<file path="config.mk">
export PLATFORM = sky130hd
export DESIGN_NAME = span_coverage_cell_select
export DESIGN_NICKNAME = d
export VERILOG_FILES = /design/src/rtl/core/scs_pkg.sv /design/src/rtl/core/scs_span_eval.sv /design/src/rtl/core/span_coverage_cell_select.sv
export SDC_FILE = /design/constraint.sdc
export NUM_CORES = 1
export LEC_CHECK = 0
export BUFFER_PORTS_ARGS = -buffer_cell sky130_fd_sc_hd__buf_2
export CAP_MARGIN = 20
export CORE_UTILIZATION = 31
export DETAILED_ROUTE_END_ITERATION = 10
export GPL_ROUTABILITY_DRIVEN = 0
export PLACE_DENSITY_LB_ADDON = 0.12
export REMOVE_ABC_BUFFERS = 1
export SETUP_SLACK_MARGIN = 0.15
export SLEW_MARGIN = 30
export SYNTH_ARGS = -nofsm -noshare
export SYNTH_HDL_FRONTEND = slang
export SYNTH_SLANG_ARGS = --single-unit
</file>
<file path="constraint.sdc">
create_clock -name clk_i -period 7.35 [get_ports clk_i]
set_input_delay 1.47 -clock clk_i [delete_from_list [all_inputs] [get_ports clk_i]]
set_output_delay 1.47 -clock clk_i [all_outputs]
set_load 0.05 [all_outputs]
</file>
<file path="src/rtl/core/scs_pkg.sv">
// Shared types and constants for the span coverage cell select block.
// Holds the fixed-point layout, the item structs and the status codes.
// Depends on nothing; every other file imports it.
package scs_pkg;

  // Column position layout, unsigned Q(COL_INT_BITS).(FRAC_BITS)
  localparam int unsigned COL_INT_BITS = 16;
  localparam int unsigned FRAC_BITS    = 8;
  localparam int unsigned POS_W        = COL_INT_BITS + FRAC_BITS;

  // Field widths of the stream items
  localparam int unsigned ROW_W    = 16;
  localparam int unsigned CELL_W   = 16;
  localparam int unsigned STATUS_W = 2;
  localparam int unsigned THR_W    = 9;

  // Coverage arithmetic, in units of one fraction step of a cell
  localparam int unsigned CARRY_W = FRAC_BITS + 2;
  localparam int unsigned SUM_W   = CARRY_W + 1;
  localparam int unsigned CMP_W   = SUM_W + 8;

  localparam logic [CARRY_W-1:0] CARRY_MAX = {CARRY_W{1'b1}};
  localparam logic [THR_W-1:0]   THR_RESET = THR_W'(128);

  // Packed widths on the stream ports
  localparam int unsigned IN_DATA_W  = 2 * ROW_W + 2 * POS_W;
  localparam int unsigned IN_BYTES_W = ((IN_DATA_W + 7) / 8) * 8;
  localparam int unsigned OUT_DATA_W = ROW_W + 2 * CELL_W;
  localparam int unsigned OUT_BYTES_W = ((OUT_DATA_W + 7) / 8) * 8;

  typedef enum logic [STATUS_W-1:0] {
    ST_OK    = 2'd0,
    ST_ROWS  = 2'd1,
    ST_ORDER = 2'd2
  } status_e;

  // One input span
  typedef struct packed {
    logic [POS_W-1:0] stop_pos;
    logic [POS_W-1:0] start_pos;
    logic [ROW_W-1:0] end_row;
    logic [ROW_W-1:0] span_row;
  } span_t;

  // State carried from one span to the next
  typedef struct packed {
    logic [ROW_W-1:0]        row;
    logic [COL_INT_BITS-1:0] col;
    logic [CARRY_W-1:0]      carry;
  } cov_state_t;

  // Outcome of one span
  typedef struct packed {
    logic              emit;
    status_e           status;
    logic [CELL_W-1:0] hi_cell;
    logic [CELL_W-1:0] lo_cell;
    logic [ROW_W-1:0]  out_row;
  } span_res_t;

  // Coverage test: cov >= threshold, both scaled to a common binary point
  function automatic logic reaches(input logic [SUM_W-1:0] cov,
                                   input logic [THR_W-1:0] thr);
    logic [CMP_W-1:0] lhs;
    logic [CMP_W-1:0] rhs;
    lhs = CMP_W'(cov) << 8;
    rhs = CMP_W'(thr) << FRAC_BITS;
    return lhs >= rhs;
  endfunction

endpackage

</file>
<file path="src/rtl/core/scs_span_eval.sv">
// Combinational evaluation of one span against the carried coverage state.
// Produces the result item and the next state; the caller holds both.
// Depends on scs_pkg.
module scs_span_eval
  import scs_pkg::*;
(
  input  span_t            span_i,
  input  cov_state_t       state_i,
  input  logic [THR_W-1:0] thr_i,
  output span_res_t        res_o,
  output cov_state_t       state_o
);

  logic [COL_INT_BITS-1:0] scol;
  logic [COL_INT_BITS-1:0] ecol;
  logic [COL_INT_BITS-1:0] col_gap;
  logic [FRAC_BITS-1:0]    sfrac;
  logic [FRAC_BITS-1:0]    efrac;
  logic                    rows_differ;
  logic                    stop_first;
  logic [CARRY_W-1:0]      cov_base;
  logic [SUM_W-1:0]        same_sum;
  logic [SUM_W-1:0]        start_sum;
  logic                    same_keep;
  logic                    start_keep;
  logic                    stop_keep;
  logic [CARRY_W-1:0]      carry_nx;
  logic                    kept;
  logic [COL_INT_BITS-1:0] first_col;
  logic [COL_INT_BITS-1:0] run_end_col;

  // Split positions into cell and fraction
  assign scol    = span_i.start_pos[POS_W-1:FRAC_BITS];
  assign ecol    = span_i.stop_pos[POS_W-1:FRAC_BITS];
  assign sfrac   = span_i.start_pos[FRAC_BITS-1:0];
  assign efrac   = span_i.stop_pos[FRAC_BITS-1:0];
  assign col_gap = ecol - scol;

  assign rows_differ = span_i.span_row != span_i.end_row;
  assign stop_first  = span_i.stop_pos < span_i.start_pos;

  // Carry only into a span that starts in the last cell of the same row
  assign cov_base = ((span_i.span_row != state_i.row) || (scol != state_i.col)) ?
                    '0 : state_i.carry;

  // Span inside one cell, and the start cell of a wider span
  assign same_sum  = SUM_W'(cov_base) + SUM_W'(efrac - sfrac);
  assign start_sum = SUM_W'(cov_base) + ((SUM_W'(1) << FRAC_BITS) - SUM_W'(sfrac));
  assign same_keep  = reaches(same_sum, thr_i);
  assign start_keep = reaches(start_sum, thr_i);
  assign stop_keep  = reaches(SUM_W'(efrac), thr_i);

  // Select kept run and carried coverage
  always_comb begin
    if (ecol == scol) begin
      kept        = same_keep;
      first_col   = scol;
      run_end_col = scol;
      if (same_keep) begin
        carry_nx = '0;
      end else if (same_sum > SUM_W'(CARRY_MAX)) begin
        carry_nx = CARRY_MAX;
      end else begin
        carry_nx = same_sum[CARRY_W-1:0];
      end
    end else begin
      kept        = start_keep || stop_keep || (col_gap > COL_INT_BITS'(1));
      first_col   = start_keep ? scol : scol + COL_INT_BITS'(1);
      run_end_col = stop_keep ? ecol : ecol - COL_INT_BITS'(1);
      carry_nx    = CARRY_W'(efrac);
    end
  end

  // Result item and next state; errors leave the state alone
  always_comb begin
    res_o.out_row = span_i.span_row;
    res_o.lo_cell = '0;
    res_o.hi_cell = '0;
    state_o       = state_i;
    if (rows_differ) begin
      res_o.emit   = 1'b1;
      res_o.status = ST_ROWS;
    end else if (stop_first) begin
      res_o.emit   = 1'b1;
      res_o.status = ST_ORDER;
    end else begin
      res_o.emit    = kept;
      res_o.status  = ST_OK;
      res_o.lo_cell = CELL_W'(first_col);
      res_o.hi_cell = CELL_W'(run_end_col);
      state_o.row   = span_i.span_row;
      state_o.col   = ecol;
      state_o.carry = carry_nx;
    end
  end

endmodule

</file>
<file path="src/rtl/core/span_coverage_cell_select.sv">
// Top level of the span coverage cell select block: stream ports, input and
// result registers, carried coverage state and the threshold register.
// Depends on scs_pkg and scs_span_eval.
//
// Takes one scanline span per cycle while the output is not stalled and
// returns at most one item per span. A span is evaluated against the
// carried coverage in the input register, and its item then waits in the
// result register. The carried state loops through that single evaluation
// stage, so consecutive spans on the same row chain without bubbles. A span
// that keeps no cell produces no item and never occupies the result
// register. Errors (rows differ, stop before start) always produce an item
// with zero cells and leave the carried state untouched. The threshold
// resets to one half; the user must write it through cfg_we_i only while
// no span is in flight, as the block itself does not enforce this.
module span_coverage_cell_select
  import scs_pkg::*;
(
  input  logic                   clk_i,
  input  logic                   rst_ni,
  // Configuration: coverage_threshold, Q1.8
  input  logic                   cfg_we_i,
  input  logic [THR_W-1:0]       cfg_wdata_i,
  // Spans in; tdata from bit 0: span_row, end_row, start_pos, stop_pos
  input  logic                   s_axis_tvalid,
  output logic                   s_axis_tready,
  input  logic [IN_BYTES_W-1:0]  s_axis_tdata,
  // Cell runs out; tdata from bit 0: out_row, first kept cell, last kept cell
  output logic                   m_axis_tvalid,
  input  logic                   m_axis_tready,
  output logic [OUT_BYTES_W-1:0] m_axis_tdata,
  // tuser: status
  output logic [STATUS_W-1:0]    m_axis_tuser
);

  logic             in_valid_q;
  logic             in_valid_d;
  span_t            in_q;
  logic             out_valid_q;
  logic             out_valid_d;
  span_res_t        out_q;
  cov_state_t       state_q;
  cov_state_t       state_nx;
  logic [THR_W-1:0] thr_q;
  span_res_t        res;
  logic             advance;
  logic             in_take;

  scs_span_eval u_eval (
    .span_i  (in_q),
    .state_i (state_q),
    .thr_i   (thr_q),
    .res_o   (res),
    .state_o (state_nx)
  );

  // Move the held span on when its result has somewhere to go
  assign advance = in_valid_q && (!res.emit || !out_valid_q || m_axis_tready);
  assign s_axis_tready = !in_valid_q || advance;
  assign in_take = s_axis_tvalid && s_axis_tready;

  always_comb begin
    in_valid_d = in_take ? 1'b1 : (advance ? 1'b0 : in_valid_q);
  end

  always_comb begin
    if (advance && res.emit) begin
      out_valid_d = 1'b1;
    end else if (m_axis_tready) begin
      out_valid_d = 1'b0;
    end else begin
      out_valid_d = out_valid_q;
    end
  end

  // Control and state registers
  always_ff @(posedge clk_i or negedge rst_ni) begin
    if (!rst_ni) begin
      in_valid_q  <= 1'b0;
      out_valid_q <= 1'b0;
      state_q     <= '0;
      thr_q       <= THR_RESET;
    end else begin
      in_valid_q  <= in_valid_d;
      out_valid_q <= out_valid_d;
      if (advance) begin
        state_q <= state_nx;
      end
      if (cfg_we_i) begin
        thr_q <= cfg_wdata_i;
      end
    end
  end

  // Payload registers
  always_ff @(posedge clk_i) begin
    if (in_take) begin
      in_q <= s_axis_tdata[IN_DATA_W-1:0];
    end
    if (advance && res.emit) begin
      out_q <= res;
    end
  end

  assign m_axis_tvalid = out_valid_q;
  assign m_axis_tdata  = OUT_BYTES_W'({out_q.hi_cell, out_q.lo_cell, out_q.out_row});
  assign m_axis_tuser  = out_q.status;

  // An error item carries no cells
  assert property (@(posedge clk_i) disable iff (!rst_ni)
    (m_axis_tvalid && (out_q.status != ST_OK)) |->
      (out_q.lo_cell == '0) && (out_q.hi_cell == '0))
    else $error("error item with non-zero cells");

  // A good run never ends before it starts
  assert property (@(posedge clk_i) disable iff (!rst_ni)
    (m_axis_tvalid && (out_q.status == ST_OK)) |-> (out_q.lo_cell <= out_q.hi_cell))
    else $error("kept run reversed");

  // An erroneous span leaves the carried state alone
  assert property (@(posedge clk_i) disable iff (!rst_ni)
    (advance && (res.status != ST_OK)) |=> $stable(state_q))
    else $error("state changed by erroneous span");

  // An accepted span is held in the input register next cycle
  assert property (@(posedge clk_i) disable iff (!rst_ni)
    in_take |=> in_valid_q)
    else $error("accepted span lost");

endmodule
</file>
# Yosys cells after proc, flatten, opt, wreduce, memory -nomap -nowiden
# Index checks and enable logic that the tools add are counted.
[op_classes]
addsub = 7
n_lt_le_gt_ge = 6
eq_ne = 4
mux = 15
n_bitwise = 2
n_reduce_logical = 16
[ops]
columns = ["operator", "n"]
rows = [
  ["$mux W16", 4],
  ["$ne A16 B16 Y1", 3],
  ["$mux W10", 4],
  ["$ge A19 B17 Y1", 2],
  ["$lt A24 B24 Y1", 1],
  ["$add A10 B11 Y11", 2],
  ["$ge A16 B17 Y1", 1],
  ["$add A16 B1 Y16 const B", 1],
  ["$eq A16 B16 Y1", 1],
  ["$gt A16 B1 Y1 const B", 1],
  ["$sub A16 B1 Y16 const B", 1],
  ["$sub A16 B16 Y16", 1],
  ["$gt A11 B10 Y1 const B", 1],
  ["$sub A9 B8 Y10 const A", 1],
  ["$sub A8 B8 Y9", 1],
  ["$logic_or A1 B1 Y1", 6],
  ["$mux W3", 2],
  ["$mux W1", 5],
  ["$reduce_bool A2 Y1", 2],
  ["$logic_and A1 B1 Y1", 3],
  ["$logic_not A1 Y1", 3],
  ["$reduce_and A3 Y1", 1],
  ["$not A1 Y1", 2],
  ["$reduce_or A2 Y1", 1],
]
[word_totals]
ff_bits = 183
out_inout_bits = 52
elab_cells = 64

# Logic depth before layout (Yosys ltp)
[depth]
word_depth = 17
ltp_mapped = 24
mapped_depth_nobuf = 23

# Cells and area by module
# Synthesis repeated with hierarchy kept, for this count alone.
[unflattened]
hier_cells = 1096
hier_area_um2 = 11875.1
[by_module_without_submodules]
columns = ["mod", "n_inst", "cells_per_inst", "area_per_inst_um2", "seq_area_each_um2"]
rows = [
  ["span_coverage_cell_select", 1, 398, 6889.1, 5231.3],
  ["scs_span_eval", 1, 698, 4986.0, 0.0],
]

# Least setup slack after synthesis
# Ideal clock, no wire load.
[synth_timing]
kind = "register to register"
startpoint = "register in_q[11] (netlist bit)"
endpoint = "register in_q[0] (netlist bit), enable pin"
arrival_time_ps = 7209
setup_slack_ps = -305
path_stages_with_launch = 22
n_path_buf = 0
cell_sequence = "edfxtp_1 xor2_1 nor4_1 nand4_2 nor3_1 and2_1 ha_1 a21oi_1 o41ai_1 a211oi_1 nor2_1 xnor2_1 inv_1 ha_1 a21o_1 a21oi_1 o21ai_0 a21o_1 a2111oi_4 a32oi_2 o211ai_1 and2_1"
[synth_via]
elab_chain_cells = 16
word_cells_on_any_way = 19
[synth_rtl]
columns = ["element", "line", "text"]
rows = [
  ["start: declaration", "span_coverage_cell_select.sv:37", "span_t in_q;"],
  ["start signal: assignment", "span_coverage_cell_select.sv:97", "in_q <= s_axis_tdata[IN_DATA_W-1:0];"],
  ["$ne A16 B16 Y1", "scs_span_eval.sv:43", "assign cov_base = ((span_i.span_row != state_i.row) || (scol != state_i.col)) ?"],
  ["$logic_or A1 B1 Y1", "scs_span_eval.sv:43", ""],
  ["$mux W10", "scs_span_eval.sv:43", ""],
  ["$add A10 B11 Y11", "scs_span_eval.sv:48", "assign start_sum = SUM_W'(cov_base) + ((SUM_W'(1) << FRAC_BITS) - SUM_W'(sfrac));"],
  ["$ge A19 B17 Y1", "scs_pkg.sv:68", "return lhs >= rhs;"],
  ["$logic_or A1 B1 Y1 (2 in series)", "scs_span_eval.sv:67", "kept = start_keep || stop_keep || (col_gap > COL_INT_BITS'(1));"],
  ["$mux W1", "scs_span_eval.sv:55", "if (ecol == scol) begin"],
  ["$mux W3", "scs_span_eval.sv:83", "end else if (stop_first) begin"],
  ["$mux W3 *", "scs_span_eval.sv:80", "if (rows_differ) begin"],
  ["$logic_not A1 Y1 *", "span_coverage_cell_select.sv:57", "assign advance = in_valid_q && (!res.emit || !out_valid_q || m_axis_tready);"],
  ["$logic_or A1 B1 Y1 * (2 in series)", "span_coverage_cell_select.sv:57", ""],
  ["$logic_and A1 B1 Y1 *", "span_coverage_cell_select.sv:57", ""],
  ["$logic_or A1 B1 Y1 *", "span_coverage_cell_select.sv:58", "assign s_axis_tready = !in_valid_q || advance;"],
  ["via s_axis_tready", "span_coverage_cell_select.sv:25", "output logic s_axis_tready,"],
  ["$logic_and A1 B1 Y1 *", "span_coverage_cell_select.sv:59", "assign in_take = s_axis_tvalid && s_axis_tready;"],
  ["via in_take", "span_coverage_cell_select.sv:46", "logic in_take;"],
]
# The timed path passes the listed nets; every way through them passes the cells marked *.
# A chain may end at the register's enable or synchronous reset.

# Final worst setup path
[layout_timing]
startpoint = "register in_q[40] (netlist bit)"
endpoint = "output port s_axis_tready"
[layout_via]
elab_chain_cells = 15
word_cells_on_any_way = 21
[layout_rtl]
columns = ["element", "line"]
rows = [
  ["$ne A16 B16 Y1", "scs_span_eval.sv:43"],
  ["$logic_or A1 B1 Y1", "scs_span_eval.sv:43"],
  ["$mux W10", "scs_span_eval.sv:43"],
  ["$add A10 B11 Y11", "scs_span_eval.sv:48"],
  ["$ge A19 B17 Y1", "scs_pkg.sv:68"],
  ["$logic_or A1 B1 Y1 (2 in series)", "scs_span_eval.sv:67"],
  ["$mux W1", "scs_span_eval.sv:55"],
  ["$mux W3 *", "scs_span_eval.sv:83"],
  ["$mux W3 *", "scs_span_eval.sv:80"],
  ["$logic_not A1 Y1 *", "span_coverage_cell_select.sv:57"],
  ["$logic_or A1 B1 Y1 * (2 in series)", "span_coverage_cell_select.sv:57"],
  ["$logic_and A1 B1 Y1 *", "span_coverage_cell_select.sv:57"],
  ["$logic_or A1 B1 Y1 *", "span_coverage_cell_select.sv:58"],
  ["end: declaration", "span_coverage_cell_select.sv:25"],
]
# Mark *: on every way between the ends. The rest lies on a longest branch, timed or not.

==> flow_summary.json <==
{
  "wire_per_inst_um": 18.42,
  "finalHoldViolCount": 0,
  "rsz0062_at_grt": "no",
  "cts-buffers-inserted": 17,
  "dr.pass1.iters": 5,
  "clk_pin_slew_ps": 70,
  "synth_xor_area_share_pct": 9.833,
  "path_cells": "xor2_1 > nor4_2 > nand2_1 > nor3_2 > buf_4 > and2_1 > ha_1 > fa_2 > nand2_1 > nor4_1 > or4_1 > xnor2_1 > inv_1 > ha_1 > a21o_1 > a21oi_1 > o21ai_0 > a21o_1 > a2111oi_4 > a32oi_2 > o211ai_1 > buf_4",
  "grt_use_total_pct": 17.03,
  "gr-total-overflow": 0,
  "async_flop_share_pct": 28.96,
  "pin_count": 146,
  "synth-simple-area-share_pct": 12.36,
  "worstMarginPinSlew_ps": 993.8,
  "dieWidth_um": 184.6,
  "power_per_cell_area_mw_per_mm2": 205.9,
  "p_leak_nw": 5.385,
  "hold_path.class": "flop to flop",
  "yosysMostFrequentCell": "edfxtp_1",
  "worstSetupPathType": "flop to output port",
  "min_period_over_period_pct": 93.23,
  "grt_pass1_vias": 7206,
  "grt_antenna_before_repair": 0,
  "cts.sinks": 183,
  "yosysSeqAreaShare_pct": 50.63,
  "synth.area.mux_share_pct": 4.759,
  "synth_cells": 900,
  "viasPerCell": 4.816,
  "synth-edff-count": 130,
  "max_stage_delay_ps": 540,
  "ant_nets": 0,
  "area_growth_syn_to_layout_pct": 21.87,
  "antenna_cells": 0,
  "crit_path_end_kind": "output port",
  "syn_area_per_cell_um2": 11.48,
  "synth_commonest_cells": "edfxtp_1 (130), ha_1 (71), nor2_1 (65)",
  "fin_skew_ps": 21.50,
  "maxCapViolations": 0,
  "cts_tree": "built",
  "routed_wl_mm": 28.26,
  "fin_hold_ws_ps": 480.4,
  "synth_compound_area_share_pct": 9.833,
  "synth_top_area_share_pct": 37.78,
  "layout-drive-gt1-share_pct": 25.73,
  "synth_top_family_by_area": "simple AND/OR/NAND/NOR gates",
  "startpoint_type": "flop",
  "cp.arrival_ps": 5380,
  "cp_max_fo": 6,
  "fin_util_pct": 38.51,
  "min_period_ps": 6853,
  "io_buffers": 145,
  "yosys-top-cells-area": "edfxtp_1 (38%), dfrtp_1 (13%), ha_1 (8.6%)",
  "nets": 1248,
  "synth_seq_cells": 183,
  "fp.dieH_um": 184.6,
  "cp.required_ps": 5880,
  "fillerInstances": 3260,
  "grt_start_max_net_pins": 54,
  "grt_pass1_wl_mm": 42.50,
  "dr_total_vias": 7388,
  "htree_levels": 4,
  "rows": 66,
  "clock_path_buffers": 2,
  "max_freq_mhz": 145.9,
  "yosysWarningCount": 0,
  "dieArea_mm2": 0.03406,
  "worst_skew_pair.late_latency_ps": 450,
  "ys.flop_type": "edfxtp_1",
  "drv_slew": 0,
  "core_region_area_mm2": 0.03270,
  "syn-cell-area_mm2": 0.01033,
  "synth_cell_type_count": 63,
  "crit_slowest_cell": "or4_1",
  "route.detailed.drc": 0,
  "ir_drop_uv": 166.5,
  "status": "completed",
  "yosysTopAreaCell": "edfxtp_1",
  "place_hpwl_mm": 21.40,
  "drt_iter0_markers": 422,
  "setup_viol": 0,
  "initial_utilization_pct": 31.60,
  "max_slew_margin_pct": 33.14,
  "clock-root-buffer": "clkbuf_16",
  "synth_fa_ha_area_share_pct": 9.470
}
[path summary, 6_finish.rpt]
kind | startpoint | to | slack (ps) | cells after the start
min in group asynchronous | rst_ni | state_q[4]$_DFFE_PN0P_ | 1160 | 2
setup reg to reg | in_q[40]$_DFFE_PP_ | in_q[3]$_DFFE_PP_ | 1550 | 25
setup / recovery | in_q[40]$_DFFE_PP_ | s_axis_tready | 500 | 22
hold / removal | state_q[4]$_DFFE_PN0P_ | state_q[4]$_DFFE_PN0P_ | 480 | 1
hold reg to reg | state_q[4]$_DFFE_PN0P_ | state_q[4]$_DFFE_PN0P_ | 480 | 1
max in group asynchronous | rst_ni | state_q[19]$_DFFE_PN0P_ | 5590 | 2
[report_power, final]
part | leakage [nW] | internal, mW | switching [mW] | total [mW]
sequential | 1.97 | 1.17 | 0.0440 | 1.21
clock | 0.277 | 0.451 | 0.439 | 0.889
combinational | 3.14 | 0.181 | 0.309 | 0.490
[timing repair]
action	in CTS	in global routing
setup endpoints to repair	1	1
buffers inserted	1	14
gates resized for setup	4	24
pin swaps	1	10
hold buffers	0	0
[per-layer routing]
layer | part of all wire (%) | track usage [%] | vias up | routed length [µm]
met2 | 45 | 25.87 | 188 | 12720
li1 | - | - | 3637 | -
met3 | 3.9 | 3.221 | 13 | 1096
met4 | 0.93 | 4.133 | 0 | 263
met5 | 0 | 0 | - | 0
met1 | 50 | 24.71 | 3550 | 14170
[final cells by class]
type / count / area, µm² / area share, %
clock inverter: 13 / 133.9 / 1.063
multi-input combinational: 640 / 4970 / 39.47
clock buffer: 19 / 432.9 / 3.438
inverter: 56 / 210.2 / 1.669
tap: 442 / 553.0 / 4.392
timing repair buffer: 181 / 1061 / 8.426
sequential: 183 / 5231 / 41.54
[worst max-delay path: cells and delay by family (launching register included)]
family	cells	cell delay, ps
buf+inv	3	480
simple gates	7	1150
fa+ha+maj	3	830
compound gates	7	1450
xor+xnor	2	620
flops	1	420
[through the flow]
step                      power (mW)  worst slack, ps  instance area, µm²  cells  setup TNS, ps
final                          2.593            497.4               12590   1534              0
after global routing           2.716            111.4               12590   1534              0
after CTS                      2.616            188.6               12330   1520              0
after detailed placement       1.714            568.0               11730   1487              0
after global placement         1.715            654.3               11730   1487              0
after floorplan                1.547           -305.3               10220    879         -24420
[sequential cells by signal, indices dropped and copies added (netlist names)]
register,cells
in_q,80
in_valid_q,1
m_axis_tdata,48
m_axis_tuser,2
m_axis_tvalid,1
state_q,42
thr_q,9
[layout by cell type (no fill, tap or decap), types with 6 or more instances in the layout]
cell and n:
edfxtp_1 130, buf_2 144, xnor2_1 52, inv_1 56, a21o_1 16, nor4_1 19
or4_1 7, nor2b_1 11, xor2_2 10, a21oi_1 35, clkbuf_16 17, nand4_1 14
nor3_1 11, dfrtp_1 52, xor2_1 54, buf_4 32, o21ai_0 36, nand2_1 57
mux2_2 35, nor2_1 64, nand3_1 18, a211oi_1 18, ha_1 71, and2_1 7
nand2b_1 13, mux2_1 6
[cells by family after synthesis]
| kind of cell | count (synthesis) |
|---|---|
| and+or+nand+nor | 252 |
| xor gates and xnor gates | 116 |
| DFF | 183 |
| buffers and inverters | 77 |
| muxes | 44 |
| AOI/OAI and AO/OA | 152 |
| adders and majority gates | 76 |
Power figures use the tool's default switching activity.
